--- src/hdl/bakf_pkg.sv ---
// ----------------------------------------------------------------------------
// bakf_pkg
// Shared types, codes and micro-program for the altitude Kalman filter.
// ----------------------------------------------------------------------------
package bakf_pkg;

  localparam int VW = 32;   // datapath value width
  localparam int FB = 20;   // fraction bits
  localparam int CW = 31;   // configuration register width
  localparam int QW = 52;   // quotient bits produced by the divider

  typedef logic signed [VW-1:0] val_t;

  // input actions
  localparam logic [1:0] ACT_PREDICT = 2'd0;
  localparam logic [1:0] ACT_BARO    = 2'd1;
  localparam logic [1:0] ACT_ACCEL   = 2'd2;

  // configuration register indexes
  localparam logic [2:0] REG_QP    = 3'd0;
  localparam logic [2:0] REG_QV    = 3'd1;
  localparam logic [2:0] REG_QA    = 3'd2;
  localparam logic [2:0] REG_QB    = 3'd3;
  localparam logic [2:0] REG_RB    = 3'd4;
  localparam logic [2:0] REG_RA    = 3'd5;
  localparam logic [2:0] REG_PINIT = 3'd6;

  // ALU operations
  localparam logic [2:0] OP_LD  = 3'd0;
  localparam logic [2:0] OP_ADD = 3'd1;
  localparam logic [2:0] OP_SUB = 3'd2;
  localparam logic [2:0] OP_MUL = 3'd3;
  localparam logic [2:0] OP_DIV = 3'd4;

  // external load sources
  localparam logic [3:0] EXT_ZERO  = 4'd0;
  localparam logic [3:0] EXT_DT    = 4'd1;
  localparam logic [3:0] EXT_Z     = 4'd2;
  localparam logic [3:0] EXT_QP    = 4'd3;
  localparam logic [3:0] EXT_QV    = 4'd4;
  localparam logic [3:0] EXT_QA    = 4'd5;
  localparam logic [3:0] EXT_QB    = 4'd6;
  localparam logic [3:0] EXT_RB    = 4'd7;
  localparam logic [3:0] EXT_RA    = 4'd8;
  localparam logic [3:0] EXT_PINIT = 4'd9;

  // working memory map
  localparam logic [4:0] A_X0  = 5'd0;
  localparam logic [4:0] A_P0  = 5'd4;
  localparam logic [4:0] A_PL  = 5'd19;  // last covariance entry
  localparam logic [4:0] A_K0  = 5'd20;
  localparam logic [4:0] A_KS0 = 5'd24;
  localparam logic [4:0] A_T0  = 5'd28;  // dt
  localparam logic [4:0] A_T1  = 5'd29;  // innovation
  localparam logic [4:0] A_T2  = 5'd30;  // S
  localparam logic [4:0] A_T3  = 5'd31;  // scratch

  // program phases
  localparam logic [2:0] PH_PLD  = 3'd0;
  localparam logic [2:0] PH_PTR  = 3'd1;
  localparam logic [2:0] PH_PQ   = 3'd2;
  localparam logic [2:0] PH_UPRE = 3'd3;
  localparam logic [2:0] PH_UGN  = 3'd4;
  localparam logic [2:0] PH_UCOR = 3'd5;

  typedef struct packed {
    logic [1:0]  action;
    logic [30:0] time_step;
    val_t        measurement;
  } in_item_t;

  typedef struct packed {
    val_t position;
    val_t velocity;
    val_t acceleration;
    val_t accel_bias;
    logic update_skipped;
  } out_item_t;

  typedef struct packed {
    logic [2:0] op;
    logic [4:0] dst;
    logic [4:0] srca;
    logic [4:0] srcb;
    logic [3:0] ext;
  } uop_t;

  typedef struct packed {
    logic rd;
    logic wb;
    logic mul;
    logic div_start;
    logic cap_in;
    logic load_out;
    logic skip;
    uop_t u;
  } dp_cmd_t;

  typedef struct packed {
    logic res_zero;
    logic div_done;
  } dp_stat_t;

  typedef struct packed {
    logic [CW-1:0] qp;
    logic [CW-1:0] qv;
    logic [CW-1:0] qa;
    logic [CW-1:0] qb;
    logic [CW-1:0] rb;
    logic [CW-1:0] ra;
    logic [CW-1:0] pinit;
  } cfg_regs_t;

  function automatic uop_t mk_uop(logic [2:0] op, logic [4:0] dst, logic [4:0] sa,
                                  logic [4:0] sb, logic [3:0] ext);
    uop_t u;
    u.op   = op;
    u.dst  = dst;
    u.srca = sa;
    u.srcb = sb;
    u.ext  = ext;
    return u;
  endfunction

  // Micro-program: one operation per (phase, outer index i, step s).
  // hsel picks the observed state: 0 altitude, 1 acceleration.
  function automatic uop_t prog_uop(logic [2:0] ph, logic hsel, logic [3:0] i,
                                    logic [3:0] s);
    uop_t       u;
    logic [4:0] h;
    logic [4:0] ii;
    logic [4:0] jj;
    logic [4:0] base;
    logic [4:0] stride;
    logic [4:0] w0, w1, w2, w3;
    logic [4:0] pd;
    logic [3:0] sm2;
    logic [3:0] im5;
    h   = hsel ? 5'd2 : 5'd0;
    ii  = {3'b0, i[1:0]};
    sm2 = s - 4'd2;
    jj  = {3'b0, sm2[2:1]};
    im5 = i - 4'd5;
    // transition t=0 on the estimate, t=1..4 on columns, t=5..8 on rows
    if (i == 4'd0) begin
      base   = A_X0;
      stride = 5'd1;
    end else if (i < 4'd5) begin
      base   = A_P0 + {1'b0, i} - 5'd1;
      stride = 5'd4;
    end else begin
      base   = A_P0 + {1'b0, im5[1:0], 2'b00};
      stride = 5'd1;
    end
    w0 = base;
    w1 = base + stride;
    w2 = base + {stride[3:0], 1'b0};
    w3 = base + stride + {stride[3:0], 1'b0};
    pd = A_P0 + ii * 5'd5;
    u  = mk_uop(OP_LD, A_T3, A_T3, A_T3, EXT_ZERO);
    case (ph)
      PH_PLD: u = mk_uop(OP_LD, A_T0, A_T0, A_T0, EXT_DT);
      PH_PTR: begin
        case (s)
          4'd0:    u = mk_uop(OP_MUL, A_T3, A_T0, w1, EXT_ZERO);
          4'd1:    u = mk_uop(OP_ADD, w0, w0, A_T3, EXT_ZERO);
          4'd2:    u = mk_uop(OP_SUB, A_T3, w2, w3, EXT_ZERO);
          4'd3:    u = mk_uop(OP_MUL, A_T3, A_T0, A_T3, EXT_ZERO);
          default: u = mk_uop(OP_ADD, w1, w1, A_T3, EXT_ZERO);
        endcase
      end
      PH_PQ: begin
        if (!s[0]) u = mk_uop(OP_LD, A_T3, A_T3, A_T3, EXT_QP + {2'b0, i[1:0]});
        else       u = mk_uop(OP_ADD, pd, pd, A_T3, EXT_ZERO);
      end
      PH_UPRE: begin
        case (s)
          4'd0:    u = mk_uop(OP_LD, A_T1, A_T1, A_T1, EXT_Z);
          4'd1:    u = mk_uop(OP_SUB, A_T1, A_T1, A_X0 + h, EXT_ZERO);
          4'd2:    u = mk_uop(OP_LD, A_T2, A_T2, A_T2, hsel ? EXT_RA : EXT_RB);
          default: u = mk_uop(OP_ADD, A_T2, A_P0 + h * 5'd5, A_T2, EXT_ZERO);
        endcase
      end
      PH_UGN: begin
        if (!s[0]) u = mk_uop(OP_DIV, A_K0 + ii, A_P0 + {ii[2:0], 2'b00} + h, A_T2,
                              EXT_ZERO);
        else       u = mk_uop(OP_MUL, A_KS0 + ii, A_K0 + ii, A_T2, EXT_ZERO);
      end
      PH_UCOR: begin
        if (s == 4'd0)      u = mk_uop(OP_MUL, A_T3, A_K0 + ii, A_T1, EXT_ZERO);
        else if (s == 4'd1) u = mk_uop(OP_ADD, A_X0 + ii, A_X0 + ii, A_T3, EXT_ZERO);
        else if (!s[0])     u = mk_uop(OP_MUL, A_T3, A_KS0 + ii, A_K0 + jj, EXT_ZERO);
        else u = mk_uop(OP_SUB, A_P0 + {ii[2:0], 2'b00} + jj,
                        A_P0 + {ii[2:0], 2'b00} + jj, A_T3, EXT_ZERO);
      end
      default: u = mk_uop(OP_LD, A_T3, A_T3, A_T3, EXT_ZERO);
    endcase
    return u;
  endfunction

endpackage

--- src/hdl/bakf_regs.sv ---
// ----------------------------------------------------------------------------
// bakf_regs
// APB configuration registers: noise variances and initial covariance.
// ----------------------------------------------------------------------------
module bakf_regs import bakf_pkg::*; (
  input  logic        clk,
  input  logic        rst_n,
  input  logic        psel,
  input  logic        penable,
  input  logic        pwrite,
  input  logic [4:0]  paddr,
  input  logic [31:0] pwdata,
  output logic [31:0] prdata,
  output logic        pready,
  output cfg_regs_t   cfg,
  output logic        pinit_wr
);

  cfg_regs_t  cfg_r;
  logic       wr;
  logic [2:0] idx;

  assign idx      = paddr[4:2];
  assign wr       = psel && penable && pwrite;
  assign pready   = 1'b1;
  assign pinit_wr = wr && (idx == REG_PINIT);
  assign cfg      = cfg_r;

  always_ff @(posedge clk) begin
    if (!rst_n) begin
      cfg_r.qp    <= 31'd1049;
      cfg_r.qv    <= 31'd10486;
      cfg_r.qa    <= 31'd104858;
      cfg_r.qb    <= 31'd0;
      cfg_r.rb    <= 31'd377487;
      cfg_r.ra    <= 31'd1049;
      cfg_r.pinit <= 31'd2097152;
    end else if (wr) begin
      unique case (idx)
        REG_QP:    cfg_r.qp    <= pwdata[CW-1:0];
        REG_QV:    cfg_r.qv    <= pwdata[CW-1:0];
        REG_QA:    cfg_r.qa    <= pwdata[CW-1:0];
        REG_QB:    cfg_r.qb    <= pwdata[CW-1:0];
        REG_RB:    cfg_r.rb    <= pwdata[CW-1:0];
        REG_RA:    cfg_r.ra    <= pwdata[CW-1:0];
        REG_PINIT: cfg_r.pinit <= pwdata[CW-1:0];
        default: ;
      endcase
    end
  end

  always_comb begin
    unique case (idx)
      REG_QP:    prdata = {1'b0, cfg_r.qp};
      REG_QV:    prdata = {1'b0, cfg_r.qv};
      REG_QA:    prdata = {1'b0, cfg_r.qa};
      REG_QB:    prdata = {1'b0, cfg_r.qb};
      REG_RB:    prdata = {1'b0, cfg_r.rb};
      REG_RA:    prdata = {1'b0, cfg_r.ra};
      REG_PINIT: prdata = {1'b0, cfg_r.pinit};
      default:   prdata = 32'd0;
    endcase
  end

endmodule

--- config.mk ---
export PLATFORM = sky130hd
export DESIGN_NAME = bakf_regs
export DESIGN_NICKNAME = d
export VERILOG_FILES = /design/src/hdl/bakf_pkg.sv /design/src/hdl/bakf_regs.sv
export SDC_FILE = /design/constraint.sdc
export NUM_CORES = 1
export LEC_CHECK = 0
export BUFFER_PORTS_ARGS = -buffer_cell sky130_fd_sc_hd__buf_4
export CORE_ASPECT_RATIO = 1.4
export CORE_MARGIN = 4
export CORE_UTILIZATION = 47
export DETAILED_ROUTE_END_ITERATION = 8
export GPL_TIMING_DRIVEN = 0
export PLACE_DENSITY_LB_ADDON = 0.12
export REMOVE_ABC_BUFFERS = 1
export SLEW_MARGIN = 10
export SYNTH_ARGS = -nofsm -noshare
export SYNTH_HDL_FRONTEND = slang
export SYNTH_SLANG_ARGS = --single-unit
--- constraint.sdc ---
create_clock -name clk -period 1.25 [get_ports clk]
set_input_delay 0.125 -clock clk [delete_from_list [all_inputs] [get_ports clk]]
set_output_delay 0.125 -clock clk [all_outputs]
set_load 0.03 [all_outputs]
* Word level (Yosys, flattened, before mapping)
Index checks and enable logic that the tools add are counted.
Cells by class: equal/unequal tests 6, reductions and logical operators 11, muxes and demuxes 1
Operators by type and width (count):
- 31-bit one-hot mux with 7 select lines | 1
- 2-bit AND reduction | 7
- 3-bit equality test, second input constant | 3
- 3-bit by 2-bit equality test with 1-bit output, second input constant | 2
- 3-bit by 1-bit equality test with 1-bit output, second input constant | 1
- 1-bit logical AND | 3
- 3-bit logical NOT | 1
Word-level totals: logic and storage cells 25, bits of input ports 42, register bits 217, output and inout bits 251

* Logic depth before layout (Yosys ltp)
word-level depth 3, mapped depth 7, depth with buffers taken out 3

* Worst setup path after synthesis
No wires, ideal clock.
kind in2out, start point input port paddr[3], end point output port prdata[11], buffers on the path 3, data arrival time 1.731 ns, stages on the path 6, slack -0.606 ns, data required time 1.125 ns, cell sequence buf_6 nand2b_1 buf_2 clkbuf_1 o221a_2 a221oi_1
On the way: cells in the longest elaborated chain, start to end 2, elaborated cells on any way between the ends 8, those cells by class eq/ne: 6; mux: 1; reduce/logical: 1
RTL lines:
- start: declaration | RTL line bakf_regs.sv:11 | input logic [4:0] paddr,
- 3-bit equality test (tied with other cells) | RTL line bakf_regs.sv:53 | unique case (idx)
- 31-bit one-hot mux with 7 select lines (*) | RTL line bakf_regs.sv:53
- end: declaration | RTL line bakf_regs.sv:13 | output logic [31:0] prdata,
Mark *: on every way between the ends. The rest lies on a longest branch, timed or not.

* Final worst setup path
start point register cfg_r (netlist bit cfg[71]), end point output port prdata[9]
On the way: cells in the longest elaborated chain, start to end 1
RTL lines:
- start: declaration | RTL line bakf_regs.sv:19 | cfg_regs_t cfg_r;
- 31-bit one-hot mux with 7 select lines | RTL line bakf_regs.sv:53
Every way passes these cells.

==> flow_summary.yaml <==
finish:
  area_delta_synth_final_pct: 50.4
  final_nets: 1392
  n_fill_cell: 1565
  largest_reg_flops: 217
  final_util: 0.717
  layout-drive-gt1-share: 0.439
  antenna_cells: 0
setup_path:
  crit_slowest_cell: "dfxtp_2"
  cp_cell_sequence: "mux2_2, a222oi_1, o211ai_1, buf_4"
  crit_type: "reg -> out"
  endpoint_kind: "output pin"
  required_ns: 1.12
  startpoint_type: "flip-flop"
  cpPeakStageDelay_ns: 0.33
  cp_data_arrival_time_ns: 1.70
  ff2ff_setup_slack_ns: 0.38
  crit_path_max_fanout: 3
timing:
  fmax_mhz: 549
  skew_ns: 0
  setup_ws_ns: -0.571
  rsz0062_at_grt: "true"
  min_period_ns: 1.82
  relSlewSlack: 0.528
  worst_pin_slew_ns: 0.707
  period_share: 1.46
  hold_viol: 0
  slew_violations: 0
  setup_viol: 31
  holdWs_ns: 0.0317
global_route:
  grt_pass1_wl_um: 51200
  antenna_found_initial: 0
  grt_pass1_vias: 8784
  grt_max_degree: 129
  globalRouteTotalUtil: 0.284
  overflow: 0
logic_synthesis:
  ys_top_cells_by_area: "dfxtp_1 (45%), mux2i_1 (26%), nand2_1 (8.2%)"
  synth_ff_type: "dfxtp_1"
  ys_seq_area_frac: 0.447
  netlist_instances: 993
  synthDistinctLibCells: 34
  yosys_warnings: 0
  yosys-top-cells-count: "mux2i_1 (255), dfxtp_1 (217), nand2_1 (213)"
  avgSynthCellArea_um2: 9.79
  synth_most_common_cell: "mux2i_1"
  synth_largest_area_cell: "dfxtp_1"
  ys_async_sr_fraction: 0
  synth_area_um2: 9720
  synth_edf_count: 0
  ys_ff_latch: 217
  synth_top_area_frac: 0.447
run:
  drv_cap: 0
routing:
  drc: 0
  drt-pass1-iter-count: 9
  routed_wl_um: 36100
  ant_nets: 0
  drt_iter0_drc: 713
  routed_via_density: 5.63
  routedWlPerCell_um: 22.3
  routed-via-count: 9133
power_and_ir_drop:
  powerDensity_nw_per_um2: 1050
  ir_drop_uv: 986
  leakage_nw: 6.73
floorplan:
  dieArea_um2: 23100
  io_pins: 293
  rows: 62
  chipHeight_um: 178
  die_w_um: 130
  core_um2: 20400
  start_util: 0.477
cts:
  clk_pin_slew_worst_paths_ns: 0.06
  cts_buffers: 22
  h-tree-depth: 1
  cts.sink_count: 217
  clockRootBuffer: "clkbuf_16"
  cts_buffer_depth: 3
  clock_latency_ns: 0.50
  tritoncts: "yes"
placed_design:
  port_buffers: 287
  dp_hpwl_um: 20300
  place.gp.congestion: 0.757
run_status:
  violations: "setup timing"
  status: "finished with violations"
hold_path:
  hold_path_class: "in -> reg"
[cell type report]
type / instances / area [um^2] / share of cell area
Multi-Input combinational cell: 650 / 5080 / 0.347
Sequential cell: 217 / 4440 / 0.304
Timing Repair Buffer: 422 / 3930 / 0.269
Clock buffer: 37 / 698 / 0.0477
Tap cell: 256 / 320 / 0.0219
Inverter: 37 / 139 / 0.00950
Clock inverter: 3 / 15.0 / 0.00103
[stage by stage]
step / instances / setup WS, ns / power (mW) / cell area [um^2] / TNS, ns
floorplan: 902 / -2.32 / 7.89 / 9240 / -225.65
global placement: 1445 / -5.14 / 8.61 / 11700 / -783.33
detailed placement: 1458 / -2.11 / 8.67 / 12100 / -319.97
CTS: 1581 / -0.592 / 15.3 / 13900 / -14.50
global route: 1622 / -0.635 / 15.8 / 14600 / -15.33
finish: 1622 / -0.571 / 15.4 / 14600 / -13.54
[cells by family after synthesis]
kind of cell           count (synthesis)  synth area share
AOI/OAI and AO/OA                    131             0.106
muxes                                265             0.274
and+or+nand+nor                      250             0.108
buffers and inverters                128            0.0642
DFF                                  217             0.447
other                                  2          0.000772
[power breakdown]
group | leakage (nW) | switching [mW] | internal (mW)
registers | 1.78 | 0.0473 | 6.97
logic | 4.60 | 1.12 | 0.756
clock network | 0.354 | 2.73 | 3.79
[routing by layer]
| metal | global-route usage | wire length (um) | vias to the layer above |
|---|---|---|---|
| met5 | 0 | 0 | - |
| li1 | - | - | 4215 |
| met2 | 0.487 | 17900 | 372 |
| met3 | 0.0533 | 2760 | 68 |
| met4 | 0.0780 | 1090 | 0 |
| met1 | 0.364 | 14400 | 4478 |
[cells in the final DEF, fill, tap and decap left out, types with 10 or more instances in the layout]
cell,n
o211ai_1,33
buf_6,69
buf_4,306
clkbuf_16,29
dlygate4sd3_1,19
inv_1,24
nand2_1,213
inv_2,13
a221oi_2,21
o21ai_0,35
dfxtp_1,137
dfxtp_2,80
mux2i_1,255
buf_16,10
o221a_2,13
[repair_timing]
| item | in CTS | in global routing |
|---|---|---|
| pin swaps | 24 | 31 |
| hold buffers | 19 | 0 |
| gates cloned | 4 | 5 |
| endpoints found under the hold margin | 55 | 0 |
| setup buffers | 60 | 36 |
| resized for setup | 143 | 83 |
| setup endpoints to repair | 242 | 74 |
[worst max-delay path: cells and delay by family, from the launching register on]
kind                   cells  cell delay, ns
buffers and inverters      1            0.20
AO/OA/AOI/OAI              2            0.39
multiplexers               1            0.27
flip-flops                 1            0.33
[final timing paths]
path                          from               endpoint  cells after the start
max           cfg[71]$_SDFFE_PN1P_              prdata[9]                      4
min                     pwdata[23]  cfg[147]$_SDFFE_PN0P_                      3
max reg2reg   cfg[31]$_SDFFE_PN1P_   cfg[31]$_SDFFE_PN1P_                      3
min reg2reg  cfg[180]$_SDFFE_PN0P_  cfg[180]$_SDFFE_PN0P_                      2
No activity file was read; power rests on OpenSTA's default activity.
