File: config.mk
export PLATFORM = sky130hd
export DESIGN_NAME = bakf_ctrl
export DESIGN_NICKNAME = d
export VERILOG_FILES = /design/src/hdl/bakf_pkg.sv /design/src/hdl/bakf_ctrl.sv
export SDC_FILE = /design/constraint.sdc
export NUM_CORES = 1
export LEC_CHECK = 0
export ABC_AREA = 1
export BUFFER_PORTS_ARGS = -buffer_cell sky130_fd_sc_hd__buf_2
export CORE_UTILIZATION = 29
export CTS_CLUSTER_DIAMETER = 200
export DETAILED_ROUTE_END_ITERATION = 8
export HOLD_SLACK_MARGIN = 0.05
export MAX_ROUTING_LAYER = met4
export SLEW_MARGIN = 15
export SYNTH_ARGS = -nofsm -noshare
export SYNTH_HDL_FRONTEND = slang
export SYNTH_SLANG_ARGS = --single-unit
File: constraint.sdc
create_clock -name clk -period 4.35 [get_ports clk]
set_clock_uncertainty 0.1 [all_clocks]
set_input_delay 1.305 -clock clk [delete_from_list [all_inputs] [get_ports clk]]
set_output_delay 1.305 -clock clk [all_outputs]
set_load 0.02 [all_outputs]
File: src/hdl/bakf_pkg.sv
// ----------------------------------------------------------------------------
// bakf_pkg
// Shared types, codes and micro-program for the altitude Kalman filter.
// ----------------------------------------------------------------------------
package bakf_pkg;

  localparam int VW = 32;   // datapath value width
  localparam int FB = 20;   // fraction bits
  localparam int CW = 31;   // configuration register width
  localparam int QW = 52;   // quotient bits produced by the divider

  typedef logic signed [VW-1:0] val_t;

  // input actions
  localparam logic [1:0] ACT_PREDICT = 2'd0;
  localparam logic [1:0] ACT_BARO    = 2'd1;
  localparam logic [1:0] ACT_ACCEL   = 2'd2;

  // configuration register indexes
  localparam logic [2:0] REG_QP    = 3'd0;
  localparam logic [2:0] REG_QV    = 3'd1;
  localparam logic [2:0] REG_QA    = 3'd2;
  localparam logic [2:0] REG_QB    = 3'd3;
  localparam logic [2:0] REG_RB    = 3'd4;
  localparam logic [2:0] REG_RA    = 3'd5;
  localparam logic [2:0] REG_PINIT = 3'd6;

  // ALU operations
  localparam logic [2:0] OP_LD  = 3'd0;
  localparam logic [2:0] OP_ADD = 3'd1;
  localparam logic [2:0] OP_SUB = 3'd2;
  localparam logic [2:0] OP_MUL = 3'd3;
  localparam logic [2:0] OP_DIV = 3'd4;

  // external load sources
  localparam logic [3:0] EXT_ZERO  = 4'd0;
  localparam logic [3:0] EXT_DT    = 4'd1;
  localparam logic [3:0] EXT_Z     = 4'd2;
  localparam logic [3:0] EXT_QP    = 4'd3;
  localparam logic [3:0] EXT_QV    = 4'd4;
  localparam logic [3:0] EXT_QA    = 4'd5;
  localparam logic [3:0] EXT_QB    = 4'd6;
  localparam logic [3:0] EXT_RB    = 4'd7;
  localparam logic [3:0] EXT_RA    = 4'd8;
  localparam logic [3:0] EXT_PINIT = 4'd9;

  // working memory map
  localparam logic [4:0] A_X0  = 5'd0;
  localparam logic [4:0] A_P0  = 5'd4;
  localparam logic [4:0] A_PL  = 5'd19;  // last covariance entry
  localparam logic [4:0] A_K0  = 5'd20;
  localparam logic [4:0] A_KS0 = 5'd24;
  localparam logic [4:0] A_T0  = 5'd28;  // dt
  localparam logic [4:0] A_T1  = 5'd29;  // innovation
  localparam logic [4:0] A_T2  = 5'd30;  // S
  localparam logic [4:0] A_T3  = 5'd31;  // scratch

  // program phases
  localparam logic [2:0] PH_PLD  = 3'd0;
  localparam logic [2:0] PH_PTR  = 3'd1;
  localparam logic [2:0] PH_PQ   = 3'd2;
  localparam logic [2:0] PH_UPRE = 3'd3;
  localparam logic [2:0] PH_UGN  = 3'd4;
  localparam logic [2:0] PH_UCOR = 3'd5;

  typedef struct packed {
    logic [1:0]  action;
    logic [30:0] time_step;
    val_t        measurement;
  } in_item_t;

  typedef struct packed {
    val_t position;
    val_t velocity;
    val_t acceleration;
    val_t accel_bias;
    logic update_skipped;
  } out_item_t;

  typedef struct packed {
    logic [2:0] op;
    logic [4:0] dst;
    logic [4:0] srca;
    logic [4:0] srcb;
    logic [3:0] ext;
  } uop_t;

  typedef struct packed {
    logic rd;
    logic wb;
    logic mul;
    logic div_start;
    logic cap_in;
    logic load_out;
    logic skip;
    uop_t u;
  } dp_cmd_t;

  typedef struct packed {
    logic res_zero;
    logic div_done;
  } dp_stat_t;

  typedef struct packed {
    logic [CW-1:0] qp;
    logic [CW-1:0] qv;
    logic [CW-1:0] qa;
    logic [CW-1:0] qb;
    logic [CW-1:0] rb;
    logic [CW-1:0] ra;
    logic [CW-1:0] pinit;
  } cfg_regs_t;

  function automatic uop_t mk_uop(logic [2:0] op, logic [4:0] dst, logic [4:0] sa,
                                  logic [4:0] sb, logic [3:0] ext);
    uop_t u;
    u.op   = op;
    u.dst  = dst;
    u.srca = sa;
    u.srcb = sb;
    u.ext  = ext;
    return u;
  endfunction

  // Micro-program: one operation per (phase, outer index i, step s).
  // hsel picks the observed state: 0 altitude, 1 acceleration.
  function automatic uop_t prog_uop(logic [2:0] ph, logic hsel, logic [3:0] i,
                                    logic [3:0] s);
    uop_t       u;
    logic [4:0] h;
    logic [4:0] ii;
    logic [4:0] jj;
    logic [4:0] base;
    logic [4:0] stride;
    logic [4:0] w0, w1, w2, w3;
    logic [4:0] pd;
    logic [3:0] sm2;
    logic [3:0] im5;
    h   = hsel ? 5'd2 : 5'd0;
    ii  = {3'b0, i[1:0]};
    sm2 = s - 4'd2;
    jj  = {3'b0, sm2[2:1]};
    im5 = i - 4'd5;
    // transition t=0 on the estimate, t=1..4 on columns, t=5..8 on rows
    if (i == 4'd0) begin
      base   = A_X0;
      stride = 5'd1;
    end else if (i < 4'd5) begin
      base   = A_P0 + {1'b0, i} - 5'd1;
      stride = 5'd4;
    end else begin
      base   = A_P0 + {1'b0, im5[1:0], 2'b00};
      stride = 5'd1;
    end
    w0 = base;
    w1 = base + stride;
    w2 = base + {stride[3:0], 1'b0};
    w3 = base + stride + {stride[3:0], 1'b0};
    pd = A_P0 + ii * 5'd5;
    u  = mk_uop(OP_LD, A_T3, A_T3, A_T3, EXT_ZERO);
    case (ph)
      PH_PLD: u = mk_uop(OP_LD, A_T0, A_T0, A_T0, EXT_DT);
      PH_PTR: begin
        case (s)
          4'd0:    u = mk_uop(OP_MUL, A_T3, A_T0, w1, EXT_ZERO);
          4'd1:    u = mk_uop(OP_ADD, w0, w0, A_T3, EXT_ZERO);
          4'd2:    u = mk_uop(OP_SUB, A_T3, w2, w3, EXT_ZERO);
          4'd3:    u = mk_uop(OP_MUL, A_T3, A_T0, A_T3, EXT_ZERO);
          default: u = mk_uop(OP_ADD, w1, w1, A_T3, EXT_ZERO);
        endcase
      end
      PH_PQ: begin
        if (!s[0]) u = mk_uop(OP_LD, A_T3, A_T3, A_T3, EXT_QP + {2'b0, i[1:0]});
        else       u = mk_uop(OP_ADD, pd, pd, A_T3, EXT_ZERO);
      end
      PH_UPRE: begin
        case (s)
          4'd0:    u = mk_uop(OP_LD, A_T1, A_T1, A_T1, EXT_Z);
          4'd1:    u = mk_uop(OP_SUB, A_T1, A_T1, A_X0 + h, EXT_ZERO);
          4'd2:    u = mk_uop(OP_LD, A_T2, A_T2, A_T2, hsel ? EXT_RA : EXT_RB);
          default: u = mk_uop(OP_ADD, A_T2, A_P0 + h * 5'd5, A_T2, EXT_ZERO);
        endcase
      end
      PH_UGN: begin
        if (!s[0]) u = mk_uop(OP_DIV, A_K0 + ii, A_P0 + {ii[2:0], 2'b00} + h, A_T2,
                              EXT_ZERO);
        else       u = mk_uop(OP_MUL, A_KS0 + ii, A_K0 + ii, A_T2, EXT_ZERO);
      end
      PH_UCOR: begin
        if (s == 4'd0)      u = mk_uop(OP_MUL, A_T3, A_K0 + ii, A_T1, EXT_ZERO);
        else if (s == 4'd1) u = mk_uop(OP_ADD, A_X0 + ii, A_X0 + ii, A_T3, EXT_ZERO);
        else if (!s[0])     u = mk_uop(OP_MUL, A_T3, A_KS0 + ii, A_K0 + jj, EXT_ZERO);
        else u = mk_uop(OP_SUB, A_P0 + {ii[2:0], 2'b00} + jj,
                        A_P0 + {ii[2:0], 2'b00} + jj, A_T3, EXT_ZERO);
      end
      default: u = mk_uop(OP_LD, A_T3, A_T3, A_T3, EXT_ZERO);
    endcase
    return u;
  endfunction

endpackage

File: src/hdl/bakf_ctrl.sv
// ----------------------------------------------------------------------------
// bakf_ctrl
// Sequencer: walks the micro-program and drives the datapath.
// ----------------------------------------------------------------------------
module bakf_ctrl import bakf_pkg::*; (
  input  logic       clk,
  input  logic       rst_n,
  input  logic       in_valid,
  output logic       in_ready,
  input  logic [1:0] in_action,
  output logic       out_valid,
  input  logic       out_ready,
  input  logic       pinit_wr,
  input  dp_stat_t   stat,
  output dp_cmd_t    cmd
);

  localparam logic [2:0] ST_INIT  = 3'd0;
  localparam logic [2:0] ST_IDLE  = 3'd1;
  localparam logic [2:0] ST_FETCH = 3'd2;
  localparam logic [2:0] ST_EXEC  = 3'd3;
  localparam logic [2:0] ST_MWB   = 3'd4;
  localparam logic [2:0] ST_DIVW  = 3'd5;
  localparam logic [2:0] ST_DONE  = 3'd6;

  logic [2:0] state_r, state_nxt;
  logic [2:0] ph_r, ph_nxt;
  logic [3:0] i_r, i_nxt;
  logic [3:0] s_r, s_nxt;
  logic       hsel_r, hsel_nxt;
  logic       skip_r, skip_nxt;
  logic [4:0] swc_r, swc_nxt;
  logic       ov_r, ov_nxt;

  uop_t       u;
  logic [3:0] s_last, i_last;
  logic [2:0] adv_state, adv_ph;
  logic [3:0] adv_i, adv_s;
  logic       sw_diag;

  assign u         = prog_uop(ph_r, hsel_r, i_r, s_r);
  assign out_valid = ov_r;
  assign sw_diag   = (swc_r == A_P0) || (swc_r == 5'd9) || (swc_r == 5'd14) ||
                     (swc_r == A_PL);

  always_comb begin
    case (ph_r)
      PH_PTR:  begin s_last = 4'd4; i_last = 4'd8; end
      PH_PQ:   begin s_last = 4'd1; i_last = 4'd3; end
      PH_UPRE: begin s_last = 4'd3; i_last = 4'd0; end
      PH_UGN:  begin s_last = 4'd1; i_last = 4'd3; end
      PH_UCOR: begin s_last = 4'd9; i_last = 4'd3; end
      default: begin s_last = 4'd0; i_last = 4'd0; end
    endcase
  end

  // position after the current operation retires
  always_comb begin
    adv_state = ST_FETCH;
    adv_ph    = ph_r;
    adv_i     = i_r;
    adv_s     = s_r + 4'd1;
    if (s_r == s_last) begin
      adv_s = '0;
      adv_i = i_r + 4'd1;
      if (i_r == i_last) begin
        adv_i  = '0;
        adv_ph = ph_r + 3'd1;
        if ((ph_r == PH_PQ) || (ph_r == PH_UCOR)) adv_state = ST_DONE;
      end
    end
  end

  always_comb begin
    state_nxt = state_r;
    ph_nxt    = ph_r;
    i_nxt     = i_r;
    s_nxt     = s_r;
    hsel_nxt  = hsel_r;
    skip_nxt  = skip_r;
    swc_nxt   = swc_r;
    ov_nxt    = ov_r;
    in_ready  = 1'b0;
    cmd       = '0;
    cmd.u     = u;
    cmd.skip  = skip_r;
    if (ov_r && out_ready) ov_nxt = 1'b0;
    unique case (state_r)
      ST_INIT: begin
        // clearing pass: estimates (after reset only) and covariance
        cmd.u  = mk_uop(OP_LD, swc_r, swc_r, swc_r, sw_diag ? EXT_PINIT : EXT_ZERO);
        cmd.wb = 1'b1;
        if (pinit_wr && (swc_r >= A_P0)) swc_nxt = A_P0;
        else if (swc_r == A_PL) state_nxt = ST_IDLE;
        else swc_nxt = swc_r + 5'd1;
      end
      ST_IDLE: begin
        in_ready = !pinit_wr;
        if (pinit_wr) begin
          swc_nxt   = A_P0;
          state_nxt = ST_INIT;
        end else if (in_valid) begin
          cmd.cap_in = 1'b1;
          hsel_nxt   = (in_action == ACT_ACCEL);
          skip_nxt   = 1'b0;
          i_nxt      = '0;
          s_nxt      = '0;
          case (in_action)
            ACT_PREDICT: begin ph_nxt = PH_PLD;  state_nxt = ST_FETCH; end
            ACT_BARO,
            ACT_ACCEL:   begin ph_nxt = PH_UPRE; state_nxt = ST_FETCH; end
            default:     state_nxt = ST_DONE;
          endcase
        end
      end
      ST_FETCH: begin
        cmd.rd    = 1'b1;
        state_nxt = ST_EXEC;
      end
      ST_EXEC: begin
        if (u.op == OP_MUL) begin
          cmd.mul   = 1'b1;
          state_nxt = ST_MWB;
        end else if (u.op == OP_DIV) begin
          cmd.div_start = 1'b1;
          state_nxt     = ST_DIVW;
        end else begin
          cmd.wb = 1'b1;
          if ((ph_r == PH_UPRE) && (s_r == s_last) && stat.res_zero) begin
            skip_nxt  = 1'b1;
            state_nxt = ST_DONE;
          end else begin
            state_nxt = adv_state;
            ph_nxt    = adv_ph;
            i_nxt     = adv_i;
            s_nxt     = adv_s;
          end
        end
      end
      ST_MWB: begin
        cmd.wb    = 1'b1;
        state_nxt = adv_state;
        ph_nxt    = adv_ph;
        i_nxt     = adv_i;
        s_nxt     = adv_s;
      end
      ST_DIVW: begin
        if (stat.div_done) begin
          cmd.wb    = 1'b1;
          state_nxt = adv_state;
          ph_nxt    = adv_ph;
          i_nxt     = adv_i;
          s_nxt     = adv_s;
        end
      end
      ST_DONE: begin
        if (!ov_r || out_ready) begin
          cmd.load_out = 1'b1;
          ov_nxt       = 1'b1;
          state_nxt    = ST_IDLE;
        end
      end
      default: state_nxt = ST_IDLE;
    endcase
  end

  always_ff @(posedge clk) begin
    if (!rst_n) begin
      state_r <= ST_INIT;
      swc_r   <= A_X0;
      ov_r    <= 1'b0;
      ph_r    <= PH_PLD;
      i_r     <= '0;
      s_r     <= '0;
      hsel_r  <= 1'b0;
      skip_r  <= 1'b0;
    end else begin
      state_r <= state_nxt;
      swc_r   <= swc_nxt;
      ov_r    <= ov_nxt;
      ph_r    <= ph_nxt;
      i_r     <= i_nxt;
      s_r     <= s_nxt;
      hsel_r  <= hsel_nxt;
      skip_r  <= skip_nxt;
    end
  end

endmodule

[After elaboration in Yosys (flattened, before gate mapping)]
Index checks and enable logic that the tools add are counted.
Widths: inputs -> output; s select.
Word-level totals
  logic and storage cells: 187
  input bits: 9
  output and inout port bits: 31
  register bits: 22
Cells by class
  muxes and demuxes: 85
  reductions and logical operators: 30
  bitwise logic cells: 1
  equality and inequality tests: 38
  $add $sub $neg: 21
  multipliers: 2
  magnitude comparators: 2
Operator list (number)
  $pmux 22 s6: 1
  $pmux 21 s4: 1
  $mux 3: 23
  $pmux 21 s3: 1
  $mux 4: 15
  $pmux 4 s4: 3
  $mux 22: 2
  $mux 21: 2
  $mux 20: 2
  $mux 5: 5
  $ne 2x2->1 const B: 11
  $mux 1: 21
  $pmux 3 s7: 1
  $eq 3x3->1 const B: 6
  $add 3x4->5 const A: 3
  $add 5x5->5: 3
  $eq 3x2->1 const B: 5
  $pmux 3 s4: 1
  $add 3x5->5 const A: 2
  $add 5x2->5: 2
  $add 5x2->5 const A: 2
  $eq 5x4->1 const B: 2
  $mul 2x3->5 const B: 2
  $pmux 5 s2: 1
  41 further kinds: 62

[Longest topological paths before layout]
  word-level depth: 12
  depth in mapped cells: 20

[Worst setup path before layout]
OpenSTA, ideal clock, no wires.
  path kind: reg-to-output
  start: reg i_r[1]
  end: out cmd[8] in the netlist's numbering
  stages on the path, launching flop included: 21
  buffers on the path: 0
  arrival: 2.862 ns
  path slack: 0.083 ns
  cells stage by stage: dfxtp_1 inv_1 ha_1 nand2_1 nand2_1 nand2_1 nand2_1 ha_1 nand3_1 nand2_1 xor2_1 inv_1 ha_1 a31oi_1 nand3b_1 nand3_1 nand2_1 nand2_1 nand2_1 nand2_1 nand2_1
RTL lines
  start: declaration: RTL line bakf_ctrl.sv:28  | logic [3:0] i_r, i_nxt;
  start signal: assignment: RTL line bakf_ctrl.sv:182  | i_r <= i_nxt;
  end: declaration: RTL line bakf_ctrl.sv:15  | output dp_cmd_t cmd

==> flow_summary.yaml <==
grt:
  grt_use_total: 0.212
  antenna_found_initial: 0
  grt_max_degree: 17
  grt_overflow: 0
  grt_pass1_vias: 3789
  grt_pass1_wl_um: 18800
cells_and_area:
  nNetsFinal: 663
  drive_gt1_frac: 0.197
  fin_util: 0.366
  fin_area_mm2: 0.00396
  syn_to_final_growth_pct: 22.8
  diodes: 0
  finalNonFillerCells: 763
cts:
  cts_buffers: 3
  path_clk_slew_ps: 100
  clockRootBuffer: "clkbuf_8"
  clock-sinks: 22
  ctsHoldBuffers: 0
  clkLatencyLatePin_ps: 280
  cts_tree: "yes"
  cts_buffer_depth: 2
  h-tree-depth: 1
hold_path:
  hold_path_class: "reg -> reg"
  whs_path_depth: 2
synth:
  synthTopCellsByArea: "nand2_1 18%, dfxtp_1 14%, ha_1 12%"
  synth.most_common_cell: "nand2_1"
  synthArstFlopShare: 0
  avgSynthCellArea_um2: 5.72
  ys_types: 40
  synth_top_area_share: 0.177
  ys_ff_latch: 22
  synth_edf_count: 0
  yosys_warnings: 0
  netlist_instances: 564
  synth.yosys.seq_area_share: 0.137
  ys.flop_type: "dfxtp_1"
  synthesis.nets: 603
  yosys.area.top_type: "nand2_1"
  yosys-top-cells-count: "152 x nand2_1, 88 x inv_1, 51 x nor2_1"
  synthesis.area_mm2: 0.00323
pwr:
  powerDensity_mw_per_mm2: 377
  power.switching_mw: 0.771
  leakagePower_nw: 2.04
  comb_power_share: 0.686
  power.internal_mw: 0.722
  seqPwrFrac: 0.173
  peakVddDrop_mv: 0.136
  power_mw: 1.49
  p_sw_frac: 0.517
  clockPowerShare: 0.141
setup_path:
  start_kind: "flop"
  cp.arrival_ps: 2970
  path_class: "reg -> out"
  end_kind: "output port"
  crit_required_ps: 2940
  worstPathMaxFanout: 4
  r2r_cells: 14
place:
  dp.final_hpwl_um: 9270
  gp_congestion: 0.959
  portBuffers: 39
  postPlaceCellArea_mm2: 0.00366
  dp.cells: 750
status:
  status: "complete, but fails checks"
  violations: "setup timing"
floorplan:
  die_width_um: 107
  initial_utilization: 0.298
  num_rows: 38
  die_area_mm2: 0.0115
  ios: 40
  die_y_um: 107
  core_mm2: 0.0108
drt:
  drc: 0
  drt_pass1_iterations: 7
  vias: 3973
  drt-initial-drc-count: 337
  antenna_left: 0
  wl_um: 11600
  wl_per_cell_um: 15.2
  routed_via_density: 5.21
sta:
  worstMarginPinSlew_ps: 482
  setup_viol: 1
  fin_crit_sh: 1.01
  min_period_ps: 4370
  finalMaxSlewViolations: 0
  hold_slack_ps: 388
  slew_headroom: 0.678
  rsz0062_at_grt: "true"
  max_freq_mhz: 229
  fin_ws_ps: -24.0
  finalHoldViolations: 0
flow_run:
  cap_violations: 0
[state kept, by name, indices dropped and copies added (netlist names)]
register / flops
out_valid: 1
hsel_r: 1
skip_r: 1
state_r: 3
swc_r: 5
ph_r: 3
i_r: 4
s_r: 4
[critical path, stage by stage (launching register included)]
cell      delay (ps)
dfxtp_2          330
inv_2             70
ha_4             150
nand2_2           60
nand2_2           90
nand2_4           60
buf_6            130
nor2_4           130
ha_4             150
nand3_2           70
nand2_2           60
xor2_1           180
inv_1             90
ha_4             290
a31oi_4           80
nand3b_1         180
nand3_1          110
nand2_1           60
nand2_1           60
nand2_1           50
nand2_1           70
nand2_1           60
buf_6            130
[stage by stage]
stage / worst slack (ps) / TNS, ps
floorplan: 83.4 / 0
global placement: 170 / 0
detailed placement: 34.8 / 0
CTS: -4.11 / -4.11
global route: -172 / -438
finish: -24.0 / -24.0
[placed cells by master, fill, tap and decap left out, types with 8 or more instances in the layout]
cell type / instances
nand2_1: 146
inv_1: 85
nor2_1: 48
o21ai_0: 37
buf_2: 36
nand3_1: 34
a21oi_1: 33
buf_4: 27
ha_1: 24
nor3_1: 20
dfxtp_1: 19
nand4_1: 11
nand2_2: 9
inv_2: 8
[per-layer routing]
metal | vias to the layer above | GRT usage | share of wire
met5 | - | - | 0
met3 | 26 | 0.0315 | 0.068
li1 | 1961 | - | -
met2 | 175 | 0.346 | 0.45
met4 | 0 | 0.0656 | 0.026
met1 | 1811 | 0.270 | 0.45
[path summary, 6_finish.rpt]
path,startpoint,end,slack (ps)
worst min register to register,i_r[3],i_r[3],390
worst max register to register,s_r[1],i_r[0],1710
worst max-delay path,i_r[0],cmd[8],-20
worst min-delay path,i_r[3],i_r[3],390
[area by class of cell]
cell class,count,area [µm²]
fillers,1243,6880
multi-input cells,439,2520
flip-flops and latches,22,444
repair buffers,65,405
inverters,93,349
well taps,140,175
clock buffers,3,41.3
clock inverters,1,30.0
[power by group through the flow]
stage / Combinational [mW] / Clock [mW] / Sequential, mW
final: 1.02 / 0.210 / 0.259
after global routing: 1.13 / 0.219 / 0.263
after CTS: 0.942 / 0.214 / 0.259
after detailed placement: 0.894 / 0 / 0.263
after global placement: 0.896 / 0 / 0.260
after floorplan: 0.615 / 0 / 0.254
[what timing repair did]
| item | 4_1_cts | 5_1_grt |
|---|---|---|
| cloned | 0 | 0 |
| pin swaps | 9 | 9 |
| gates resized for setup | 21 | 16 |
| buffers inserted | 4 | 5 |
| endpoints found under the setup margin | 3 | 5 |
[kinds of logic after synthesis]
| group | after synthesis | share of synthesized area |
|---|---|---|
| AOI/OAI and AO/OA | 99 | 0.173 |
| xor gates and xnor gates | 9 | 0.0268 |
| adders and majority gates | 30 | 0.116 |
| buffers and inverters | 103 | 0.126 |
| DFF | 22 | 0.137 |
| and+or+nand+nor | 301 | 0.420 |
Note: power is estimated with default switching activity, not from simulation.
