$ cat config.mk
export PLATFORM = sky130hd
export DESIGN_NAME = bakf_dp
export DESIGN_NICKNAME = d
export VERILOG_FILES = /design/src/hdl/bakf_pkg.sv /design/src/hdl/bakf_dp.sv
export SDC_FILE = /design/constraint.sdc
export NUM_CORES = 2
export LEC_CHECK = 0
export BUFFER_PORTS_ARGS = -buffer_cell sky130_fd_sc_hd__buf_2
export CAP_MARGIN = 20
export CORE_ASPECT_RATIO = 0.8
export CORE_MARGIN = 2
export CORE_UTILIZATION = 69
export CTS_BUF_LIST = sky130_fd_sc_hd__clkbuf_16
export DETAILED_ROUTE_END_ITERATION = 10
export GPL_TIMING_DRIVEN = 0
export PLACE_DENSITY = 0.88
export RECOVER_POWER = 25
export SETUP_SLACK_MARGIN = 0.3
export SYNTH_ARGS = -nofsm -noshare
export SYNTH_HDL_FRONTEND = slang
export SYNTH_SLANG_ARGS = --single-unit
export TNS_END_PERCENT = 5
$ cat constraint.sdc
create_clock -name clk -period 19.05 [get_ports clk]
set_input_delay 2.8575 -clock clk [delete_from_list [all_inputs] [get_ports clk]]
set_output_delay 2.8575 -clock clk [all_outputs]
set_load 0.1 [all_outputs]
$ cat src/hdl/bakf_pkg.sv
// ----------------------------------------------------------------------------
// bakf_pkg
// Shared types, codes and micro-program for the altitude Kalman filter.
// ----------------------------------------------------------------------------
package bakf_pkg;

  localparam int VW = 32;   // datapath value width
  localparam int FB = 20;   // fraction bits
  localparam int CW = 31;   // configuration register width
  localparam int QW = 52;   // quotient bits produced by the divider

  typedef logic signed [VW-1:0] val_t;

  // input actions
  localparam logic [1:0] ACT_PREDICT = 2'd0;
  localparam logic [1:0] ACT_BARO    = 2'd1;
  localparam logic [1:0] ACT_ACCEL   = 2'd2;

  // configuration register indexes
  localparam logic [2:0] REG_QP    = 3'd0;
  localparam logic [2:0] REG_QV    = 3'd1;
  localparam logic [2:0] REG_QA    = 3'd2;
  localparam logic [2:0] REG_QB    = 3'd3;
  localparam logic [2:0] REG_RB    = 3'd4;
  localparam logic [2:0] REG_RA    = 3'd5;
  localparam logic [2:0] REG_PINIT = 3'd6;

  // ALU operations
  localparam logic [2:0] OP_LD  = 3'd0;
  localparam logic [2:0] OP_ADD = 3'd1;
  localparam logic [2:0] OP_SUB = 3'd2;
  localparam logic [2:0] OP_MUL = 3'd3;
  localparam logic [2:0] OP_DIV = 3'd4;

  // external load sources
  localparam logic [3:0] EXT_ZERO  = 4'd0;
  localparam logic [3:0] EXT_DT    = 4'd1;
  localparam logic [3:0] EXT_Z     = 4'd2;
  localparam logic [3:0] EXT_QP    = 4'd3;
  localparam logic [3:0] EXT_QV    = 4'd4;
  localparam logic [3:0] EXT_QA    = 4'd5;
  localparam logic [3:0] EXT_QB    = 4'd6;
  localparam logic [3:0] EXT_RB    = 4'd7;
  localparam logic [3:0] EXT_RA    = 4'd8;
  localparam logic [3:0] EXT_PINIT = 4'd9;

  // working memory map
  localparam logic [4:0] A_X0  = 5'd0;
  localparam logic [4:0] A_P0  = 5'd4;
  localparam logic [4:0] A_PL  = 5'd19;  // last covariance entry
  localparam logic [4:0] A_K0  = 5'd20;
  localparam logic [4:0] A_KS0 = 5'd24;
  localparam logic [4:0] A_T0  = 5'd28;  // dt
  localparam logic [4:0] A_T1  = 5'd29;  // innovation
  localparam logic [4:0] A_T2  = 5'd30;  // S
  localparam logic [4:0] A_T3  = 5'd31;  // scratch

  // program phases
  localparam logic [2:0] PH_PLD  = 3'd0;
  localparam logic [2:0] PH_PTR  = 3'd1;
  localparam logic [2:0] PH_PQ   = 3'd2;
  localparam logic [2:0] PH_UPRE = 3'd3;
  localparam logic [2:0] PH_UGN  = 3'd4;
  localparam logic [2:0] PH_UCOR = 3'd5;

  typedef struct packed {
    logic [1:0]  action;
    logic [30:0] time_step;
    val_t        measurement;
  } in_item_t;

  typedef struct packed {
    val_t position;
    val_t velocity;
    val_t acceleration;
    val_t accel_bias;
    logic update_skipped;
  } out_item_t;

  typedef struct packed {
    logic [2:0] op;
    logic [4:0] dst;
    logic [4:0] srca;
    logic [4:0] srcb;
    logic [3:0] ext;
  } uop_t;

  typedef struct packed {
    logic rd;
    logic wb;
    logic mul;
    logic div_start;
    logic cap_in;
    logic load_out;
    logic skip;
    uop_t u;
  } dp_cmd_t;

  typedef struct packed {
    logic res_zero;
    logic div_done;
  } dp_stat_t;

  typedef struct packed {
    logic [CW-1:0] qp;
    logic [CW-1:0] qv;
    logic [CW-1:0] qa;
    logic [CW-1:0] qb;
    logic [CW-1:0] rb;
    logic [CW-1:0] ra;
    logic [CW-1:0] pinit;
  } cfg_regs_t;

  function automatic uop_t mk_uop(logic [2:0] op, logic [4:0] dst, logic [4:0] sa,
                                  logic [4:0] sb, logic [3:0] ext);
    uop_t u;
    u.op   = op;
    u.dst  = dst;
    u.srca = sa;
    u.srcb = sb;
    u.ext  = ext;
    return u;
  endfunction

  // Micro-program: one operation per (phase, outer index i, step s).
  // hsel picks the observed state: 0 altitude, 1 acceleration.
  function automatic uop_t prog_uop(logic [2:0] ph, logic hsel, logic [3:0] i,
                                    logic [3:0] s);
    uop_t       u;
    logic [4:0] h;
    logic [4:0] ii;
    logic [4:0] jj;
    logic [4:0] base;
    logic [4:0] stride;
    logic [4:0] w0, w1, w2, w3;
    logic [4:0] pd;
    logic [3:0] sm2;
    logic [3:0] im5;
    h   = hsel ? 5'd2 : 5'd0;
    ii  = {3'b0, i[1:0]};
    sm2 = s - 4'd2;
    jj  = {3'b0, sm2[2:1]};
    im5 = i - 4'd5;
    // transition t=0 on the estimate, t=1..4 on columns, t=5..8 on rows
    if (i == 4'd0) begin
      base   = A_X0;
      stride = 5'd1;
    end else if (i < 4'd5) begin
      base   = A_P0 + {1'b0, i} - 5'd1;
      stride = 5'd4;
    end else begin
      base   = A_P0 + {1'b0, im5[1:0], 2'b00};
      stride = 5'd1;
    end
    w0 = base;
    w1 = base + stride;
    w2 = base + {stride[3:0], 1'b0};
    w3 = base + stride + {stride[3:0], 1'b0};
    pd = A_P0 + ii * 5'd5;
    u  = mk_uop(OP_LD, A_T3, A_T3, A_T3, EXT_ZERO);
    case (ph)
      PH_PLD: u = mk_uop(OP_LD, A_T0, A_T0, A_T0, EXT_DT);
      PH_PTR: begin
        case (s)
          4'd0:    u = mk_uop(OP_MUL, A_T3, A_T0, w1, EXT_ZERO);
          4'd1:    u = mk_uop(OP_ADD, w0, w0, A_T3, EXT_ZERO);
          4'd2:    u = mk_uop(OP_SUB, A_T3, w2, w3, EXT_ZERO);
          4'd3:    u = mk_uop(OP_MUL, A_T3, A_T0, A_T3, EXT_ZERO);
          default: u = mk_uop(OP_ADD, w1, w1, A_T3, EXT_ZERO);
        endcase
      end
      PH_PQ: begin
        if (!s[0]) u = mk_uop(OP_LD, A_T3, A_T3, A_T3, EXT_QP + {2'b0, i[1:0]});
        else       u = mk_uop(OP_ADD, pd, pd, A_T3, EXT_ZERO);
      end
      PH_UPRE: begin
        case (s)
          4'd0:    u = mk_uop(OP_LD, A_T1, A_T1, A_T1, EXT_Z);
          4'd1:    u = mk_uop(OP_SUB, A_T1, A_T1, A_X0 + h, EXT_ZERO);
          4'd2:    u = mk_uop(OP_LD, A_T2, A_T2, A_T2, hsel ? EXT_RA : EXT_RB);
          default: u = mk_uop(OP_ADD, A_T2, A_P0 + h * 5'd5, A_T2, EXT_ZERO);
        endcase
      end
      PH_UGN: begin
        if (!s[0]) u = mk_uop(OP_DIV, A_K0 + ii, A_P0 + {ii[2:0], 2'b00} + h, A_T2,
                              EXT_ZERO);
        else       u = mk_uop(OP_MUL, A_KS0 + ii, A_K0 + ii, A_T2, EXT_ZERO);
      end
      PH_UCOR: begin
        if (s == 4'd0)      u = mk_uop(OP_MUL, A_T3, A_K0 + ii, A_T1, EXT_ZERO);
        else if (s == 4'd1) u = mk_uop(OP_ADD, A_X0 + ii, A_X0 + ii, A_T3, EXT_ZERO);
        else if (!s[0])     u = mk_uop(OP_MUL, A_T3, A_KS0 + ii, A_K0 + jj, EXT_ZERO);
        else u = mk_uop(OP_SUB, A_P0 + {ii[2:0], 2'b00} + jj,
                        A_P0 + {ii[2:0], 2'b00} + jj, A_T3, EXT_ZERO);
      end
      default: u = mk_uop(OP_LD, A_T3, A_T3, A_T3, EXT_ZERO);
    endcase
    return u;
  endfunction

endpackage

$ cat src/hdl/bakf_dp.sv
// ----------------------------------------------------------------------------
// bakf_dp
// Datapath: working memory, saturating ALU, multiplier, serial divider.
// ----------------------------------------------------------------------------
module bakf_dp import bakf_pkg::*; (
  input  logic      clk,
  input  logic      rst_n,
  input  dp_cmd_t   cmd,
  input  in_item_t  in_data,
  input  cfg_regs_t cfg,
  output dp_stat_t  stat,
  output out_item_t out_data
);

  val_t        mem [32];
  val_t        rda_r, rdb_r;
  val_t        xs_r [4];
  logic [30:0] dt_r;
  val_t        z_r;
  out_item_t   out_r;

  logic [63:0] prod_r;
  logic        pneg_r;

  logic [QW-1:0] dnum_r, dquo_r;
  logic [31:0]   drem_r, dy_r;
  logic          dneg_r, dyz_r, dbusy_r;
  logic [5:0]    dcnt_r;

  logic [31:0] ma, mb;
  logic [32:0] rem2;
  logic        dge;
  logic        rround;
  logic [QW:0] qmag;
  logic [63:0] prnd;
  logic [32:0] sum33, dif33;
  val_t        ext_v, wb_v;

  function automatic logic [31:0] mag_of(val_t v);
    return v[VW-1] ? (~v + 32'd1) : v;
  endfunction

  function automatic val_t from_sm(logic neg, logic [QW:0] mag);
    if (neg) begin
      if (mag > {21'd0, 32'h8000_0000}) return 32'sh8000_0000;
      return val_t'(~mag[31:0] + 32'd1);
    end
    if (mag > {21'd0, 32'h7FFF_FFFF}) return 32'sh7FFF_FFFF;
    return val_t'(mag[31:0]);
  endfunction

  function automatic val_t sat33(logic [32:0] v);
    if (v[32] != v[31]) return v[32] ? 32'sh8000_0000 : 32'sh7FFF_FFFF;
    return val_t'(v[31:0]);
  endfunction

  assign ma    = mag_of(rda_r);
  assign mb    = mag_of(rdb_r);
  assign sum33 = {rda_r[31], rda_r} + {rdb_r[31], rdb_r};
  assign dif33 = {rda_r[31], rda_r} - {rdb_r[31], rdb_r};
  assign prnd  = prod_r + (64'd1 << (FB - 1));

  // restoring divide step on {rem, next numerator bit}
  assign rem2   = {drem_r, dnum_r[QW-1]};
  assign dge    = rem2 >= {1'b0, dy_r};
  assign rround = drem_r >= (dy_r - drem_r);
  assign qmag   = {1'b0, dquo_r} + {{QW{1'b0}}, rround};

  always_comb begin
    case (cmd.u.ext)
      EXT_DT:    ext_v = val_t'({1'b0, dt_r});
      EXT_Z:     ext_v = z_r;
      EXT_QP:    ext_v = val_t'({1'b0, cfg.qp});
      EXT_QV:    ext_v = val_t'({1'b0, cfg.qv});
      EXT_QA:    ext_v = val_t'({1'b0, cfg.qa});
      EXT_QB:    ext_v = val_t'({1'b0, cfg.qb});
      EXT_RB:    ext_v = val_t'({1'b0, cfg.rb});
      EXT_RA:    ext_v = val_t'({1'b0, cfg.ra});
      EXT_PINIT: ext_v = val_t'({1'b0, cfg.pinit});
      default:   ext_v = '0;
    endcase
  end

  always_comb begin
    case (cmd.u.op)
      OP_ADD:  wb_v = sat33(sum33);
      OP_SUB:  wb_v = sat33(dif33);
      OP_MUL:  wb_v = from_sm(pneg_r, {9'd0, prnd[63:FB]});
      OP_DIV:  wb_v = dyz_r ? '0 : from_sm(dneg_r, qmag);
      default: wb_v = ext_v;
    endcase
  end

  assign stat.res_zero = (wb_v == '0);
  assign stat.div_done = !dbusy_r;
  assign out_data      = out_r;

  always_ff @(posedge clk) begin
    if (cmd.wb) mem[cmd.u.dst] <= wb_v;
    if (cmd.rd) begin
      rda_r <= mem[cmd.u.srca];
      rdb_r <= mem[cmd.u.srcb];
    end
  end

  always_ff @(posedge clk) begin
    if (cmd.wb && (cmd.u.dst[4:2] == A_X0[4:2])) xs_r[cmd.u.dst[1:0]] <= wb_v;
    if (cmd.cap_in) begin
      dt_r <= in_data.time_step;
      z_r  <= in_data.measurement;
    end
    if (cmd.mul) begin
      prod_r <= 64'(ma) * 64'(mb);
      pneg_r <= rda_r[VW-1] ^ rdb_r[VW-1];
    end
    if (cmd.load_out) begin
      out_r.position       <= xs_r[0];
      out_r.velocity       <= xs_r[1];
      out_r.acceleration   <= xs_r[2];
      out_r.accel_bias     <= xs_r[3];
      out_r.update_skipped <= cmd.skip;
    end
  end

  always_ff @(posedge clk) begin
    if (!rst_n) begin
      dbusy_r <= 1'b0;
    end else if (cmd.div_start) begin
      dbusy_r <= 1'b1;
    end else if (dbusy_r && (dcnt_r == 6'(QW - 1))) begin
      dbusy_r <= 1'b0;
    end
  end

  always_ff @(posedge clk) begin
    if (cmd.div_start) begin
      dnum_r <= {ma, {FB{1'b0}}};
      dquo_r <= '0;
      drem_r <= '0;
      dy_r   <= mb;
      dyz_r  <= (mb == 32'd0);
      dneg_r <= rda_r[VW-1] ^ rdb_r[VW-1];
      dcnt_r <= '0;
    end else if (dbusy_r) begin
      dnum_r <= {dnum_r[QW-2:0], 1'b0};
      dquo_r <= {dquo_r[QW-2:0], dge};
      drem_r <= dge ? 32'(rem2 - {1'b0, dy_r}) : rem2[31:0];
      dcnt_r <= dcnt_r + 6'd1;
    end
  end

endmodule

==> results of run 1 <==
-- kinds of logic after synthesis --
| family | synth area share, % |
|---|---|
| DFF | 42.0 |
| buffers and inverters | 5.51 |
| AOI/OAI and AO/OA | 5.85 |
| xor gates and xnor gates | 2.62 |
| adders and majority gates | 20.7 |
| and+or+nand+nor | 9.25 |
| muxes | 14.1 |
-- per-layer routing --
layer  GRT usage [%]  GRT overflow
met3            81.4          1231
met5            69.1           126
met1            92.2          1734
met4            91.9          1896
met2             113          6295
-- synth_stat cells, types with 23 or more instances --
| cell type | number | area, um2 |
|---|---|---|
| dfxtp_1 | 91 | 1820 |
| mux2i_1 | 67 | 671 |
| or4_1 | 23 | 173 |
| a31oi_1 | 47 | 294 |
| o31ai_1 | 34 | 255 |
| a221oi_1 | 40 | 350 |
| and3_1 | 41 | 257 |
| inv_1 | 1157 | 4340 |
| nand4_1 | 78 | 488 |
| or3_1 | 32 | 200 |
| and2_1 | 77 | 482 |
| nand2b_1 | 42 | 263 |
| o21ai_0 | 132 | 661 |
| nor3_1 | 115 | 576 |
| fa_1 | 899 | 18000 |
| xor2_1 | 134 | 1170 |
| mux2_2 | 71 | 800 |
| a22oi_1 | 61 | 458 |
| nor2b_1 | 38 | 238 |
| o21bai_1 | 23 | 173 |
| a21oi_1 | 200 | 1000 |
| nand3_1 | 125 | 626 |
| o211ai_1 | 42 | 315 |
| nor2_1 | 593 | 2230 |
| o21a_1 | 37 | 278 |
| a21o_1 | 45 | 338 |
| a211oi_1 | 65 | 488 |
| clkbuf_1 | 393 | 1480 |
| buf_1 | 81 | 304 |
| mux4_2 | 640 | 14400 |
| xnor2_1 | 204 | 1790 |
| a222oi_1 | 27 | 270 |
| ha_1 | 429 | 5370 |
| nand2_1 | 978 | 3670 |
| edfxtp_1 | 1520 | 45600 |
| nor4_1 | 46 | 288 |
-- through the flow --
step | cells | hold slack [ps] | utilization [%] | instance area (um2)
2_1_floorplan | 8965 | 400 | - | 113000
3_3_place_gp | 11538 | 400 | 72.6 | 118000
3_5_place_dp | 11677 | 405 | 74.3 | 121000
4_1_cts | 11963 | 417 | 77.5 | 126000
==> impl_results.md, run 1 <==
- Status: stopped before the end
- Failing step: global routing (5_1_grt)
- Error: [ERROR GRT-0116] Global routing finished with congestion. Check the congestion regions in the DRC Viewer.
- Global placer's final weighted congestion: 1.09
- Starting Density: 69.7%
- Number of flops mapped to enable cells by yosys: 1520
- Mapped Avg Cell Area: 12.6 um2
- Yosys reg bits: between 1500 and 2000
- Netlist Area Pre-Place: 0.113 mm2
- Port bufs: 429
- CTS Hold Bufs: 0
- Max H-tree Level: 4
- Ys flop type: edfxtp_1
- Library cells used by synthesis: 95
- Die Ht: 366 um
- Placement Rows: 132
- Pre-CTS setup slack: 2730 ps
- CTS resizes: 0
- Hpwl dp: 439000 um
- Pin count of the biggest net entering global routing: 70
- Clock buffer depth: 3
- Synth Net Count: between 10000 and 15000
- First-pass GRT wire length: 1080000 um
- CTS Root Cell: clkbuf_16
- Total GRT Usage: 95.3%
- Ports: roughly 440
- Post-CTS setup buffers: 0
- Gr ovfl total: between 10000 and 15000
- Vias in the first global route: 117131
- CTS Buf Count: 156
- Async SR Flop Fraction: 0%
- Clk sink count: 1611
- Die Wd: 456 um
- Register area share after synthesis: between 40% and 50%
- Cells after Synth: approximately 9000
- Yosys Warn Count: 0
==> run 2: changes to the inputs <==
- CORE_ASPECT_RATIO: 0.8 -> default
- CORE_UTILIZATION: 69 -> 40
- CTS_BUF_LIST: sky130_fd_sc_hd__clkbuf_16 -> default
- PLACE_DENSITY: 0.88 -> default
- PLACE_DENSITY_LB_ADDON: default -> 0.15
- SETUP_SLACK_MARGIN: 0.3 -> default
==> impl_results.md, run 2 <==
- Setup violators final: 0
- Slew @ Worst Pin: 5440 ps
- Starting Density: 40.1% (was 69.7%)
- DR vias/cell: between 5 and 6
- Total Negative Setup Slacks: 0 ps
- RSZ-0062 raised after global routing: false
- Slew headroom: -263%
- # DRC: 0
- Clk sink count: 1611 (unchanged)
- Hold_ws: 363 ps
- Core Footprint: 0.282 mm2
- Worst Path Max Fanout: 12
- Layout cell share with drive strength beyond 1: between 10% and 20%
- Top cells by count, synth: 1520 x edfxtp_1, 1157 x inv_1, 978 x nand2_1, 899 x fa_1, 640 x mux4_2 (unchanged)
- Global placer's final weighted congestion: 0.984 (was 1.09)
- Crit path time final: around 17000 ps
- Number of flops mapped to enable cells by yosys: 1520 (unchanged)
- Status: finished with violations (was stopped before the end)
- Clock buffer depth: 4 (was 3)
- Yosys Warn Count: 0 (unchanged)
- Worst skew pair latency: 880 ps
- Compound-Gate Fraction of Synth Area: 5.85% (unchanged)
- Die Wd: 536 um (was 456 um)
- Netlist Area Pre-Place: 0.113 mm2 (unchanged)
- Total GRT Usage: 29.8%
- Data arrival, critical path: 14460 ps
- Fraction of the mapped netlist area in simple logic gates: 9.25% (unchanged)
- Clk_skew: just over 100 ps
- CTS tree: done
- Async SR Flop Fraction: 0% (unchanged)
- Hpwl dp: 333000 um (was 439000 um)
- Slew Limit Fails: 497
- Worst Setup End Kind: output pin
- Synth-to-Final Area Change: 14.2%
- Top-area cell type share of the netlist area: 40.4% (unchanged)
- Port bufs: 429 (unchanged)
- DR iter-0 viols: 8334
- Mapped Avg Cell Area: 12.6 um2 (unchanged)
- First-pass GRT wire length: 606000 um
- Ratio of final minimum period to clock period: around nine tenths
- Initial antenna violation count: 52
- Worst EP required: about 16000 ps
- Largest family of logic cells by synthesized area: adder cells (unchanged)
- CTS Hold Bufs: 0 (unchanged)
- Commonest non-fill, non-tap cell in the layout: edfxtp_1
- Startpoint Class: flop
- Register area share after synthesis: 42.0% (unchanged)
- CTS resizes: 0 (unchanged)
- Ports: 444 (unchanged)
- Via count: 80239
- Post-CTS setup buffers: 0 (unchanged)
- Vias in the first global route: around 80000
- Largest cells by area after synthesis: edfxtp_1 40%, fa_1 16%, mux4_2 13%, ha_1 4.8%, inv_1 3.8% (unchanged)
- Die Ht: 536 um (was 366 um)
- Drt wl/cell: 31.3 um
- Adder-cell area share of the yosys netlist: 20.7% (unchanged)
- Total of max-cap violations: 20
- Area leader, netlist: edfxtp_1 (unchanged)
- Synth Net Count: 10606 (unchanged)
- Pin count of the biggest net entering global routing: 97
- CTS Root Cell: clkbuf_16 (unchanged)
- Gr ovfl total: 0
- FILL cells: 25702
- Top reg by flops: mem
- Routed wire length: between 400000 and 500000 um
- Most frequent cells in the layout: 1520 x edfxtp_1, 1156 x inv_1, 976 x nand2_1
- Critical path type: flop to output pin
- First-pass DRT Iterations: 9
- Ys flop type: edfxtp_1 (unchanged)
- Yosys reg bits: 1611 (unchanged)
- Synth Area in XOR/XNOR: 2.62% (unchanged)
- Crit-path slowest cell: nand4_1
- Failing checks: capacitance limit, slew limit
- Count leader, synth: edfxtp_1 (unchanged)
- Die area: 0.287 mm2
- Final hold vios: 0
- CTS Buf Count: 180 (was 156)
- Library cells used by synthesis: 95 (unchanged)
- Clock transition at path regs: ~60 ps
- Cells after Synth: 8965 (unchanged)
- Fmax: 0.0577 GHz
- Final net count: 11435
- Max H-tree Level: 4 (unchanged)
- Routed Antenna Nets: 0
- CP max stage delay: 950 ps
- Multiplexer area fraction after synthesis: 14.1% (unchanged)
- Placement Rows: 195 (was 132)
- Worst Hold Class: flop to flop
- Max reg flops: 1024
==> run 2: cells by family after synthesis <==
family | Yosys count
AND/OR/NAND/NOR | 2305
buffers and inverters | 1654
flip-flops | 1611
adder cells (fa/ha/maj) | 1330
AO/OA/AOI/OAI | 948
multiplexers | 779
XOR/XNOR | 338
==> run 2: layout make-up <==
| cell class | count | area, um2 | area share, % |
|---|---|---|---|
| antenna | 27 | 67.6 | 0.0524 |
| buffer | 490 | 1860 | 1.44 |
| clock buffer | 219 | 4840 | 3.75 |
| clock inverter | 95 | 823 | 0.638 |
| inverter | 1164 | 4370 | 3.39 |
| multi-input combinational | 5700 | 59800 | 46.3 |
| sequential | 1611 | 47500 | 36.8 |
| tap | 3743 | 4680 | 3.63 |
| timing repair buffer | 647 | 5130 | 3.97 |
==> run 2: path summary, 6_finish.rpt <==
check | end | cells after the start | from | slack (ps)
worst max-delay path | stat[1] | 41 | drem_r[1] | 1730
worst min-delay path | out_data[125] | 0 | xs_r[0][28] | 360
worst min register to register | out_data[125] | 0 | xs_r[0][28] | 360
worst max register to register | prod_r[60] | 45 | rda_r[0] | 4070
==> run 2: critical path, delay by kind of cell, from the launching register on <==
family,cells,cell delay (ps)
adder cells (fa/ha/maj),4,1170
flip-flops,1,420
AO/OA/AOI/OAI,17,6150
buffers and inverters,8,2430
AND/OR/NAND/NOR,11,3340
XOR/XNOR,1,100
==> run 2: stage by stage <==
step	setup WS, ps	std cells	instance area (um2)	utilization, %
global placement	715	13137	120000	42.6
detailed placement	2100	13322	123000	43.8
finish	1730	13696	129000	45.8
floorplan	5200	8965	113000	-
CTS	1130	13636	129000	45.8
global route	789	13677	129000	45.8
==> run 2: per-layer routing <==
metal	GRT usage (%)	wire (um)	share of wire, %
met3	5.39	34700	8.1
met4	12.1	20700	4.8
met5	0	196	0.046
met1	40.0	172000	40
met2	47.8	201000	47
Power of run 2 is not shown: default switching activity piles up to over one toggle a cycle in this logic, so the estimate is an artifact.
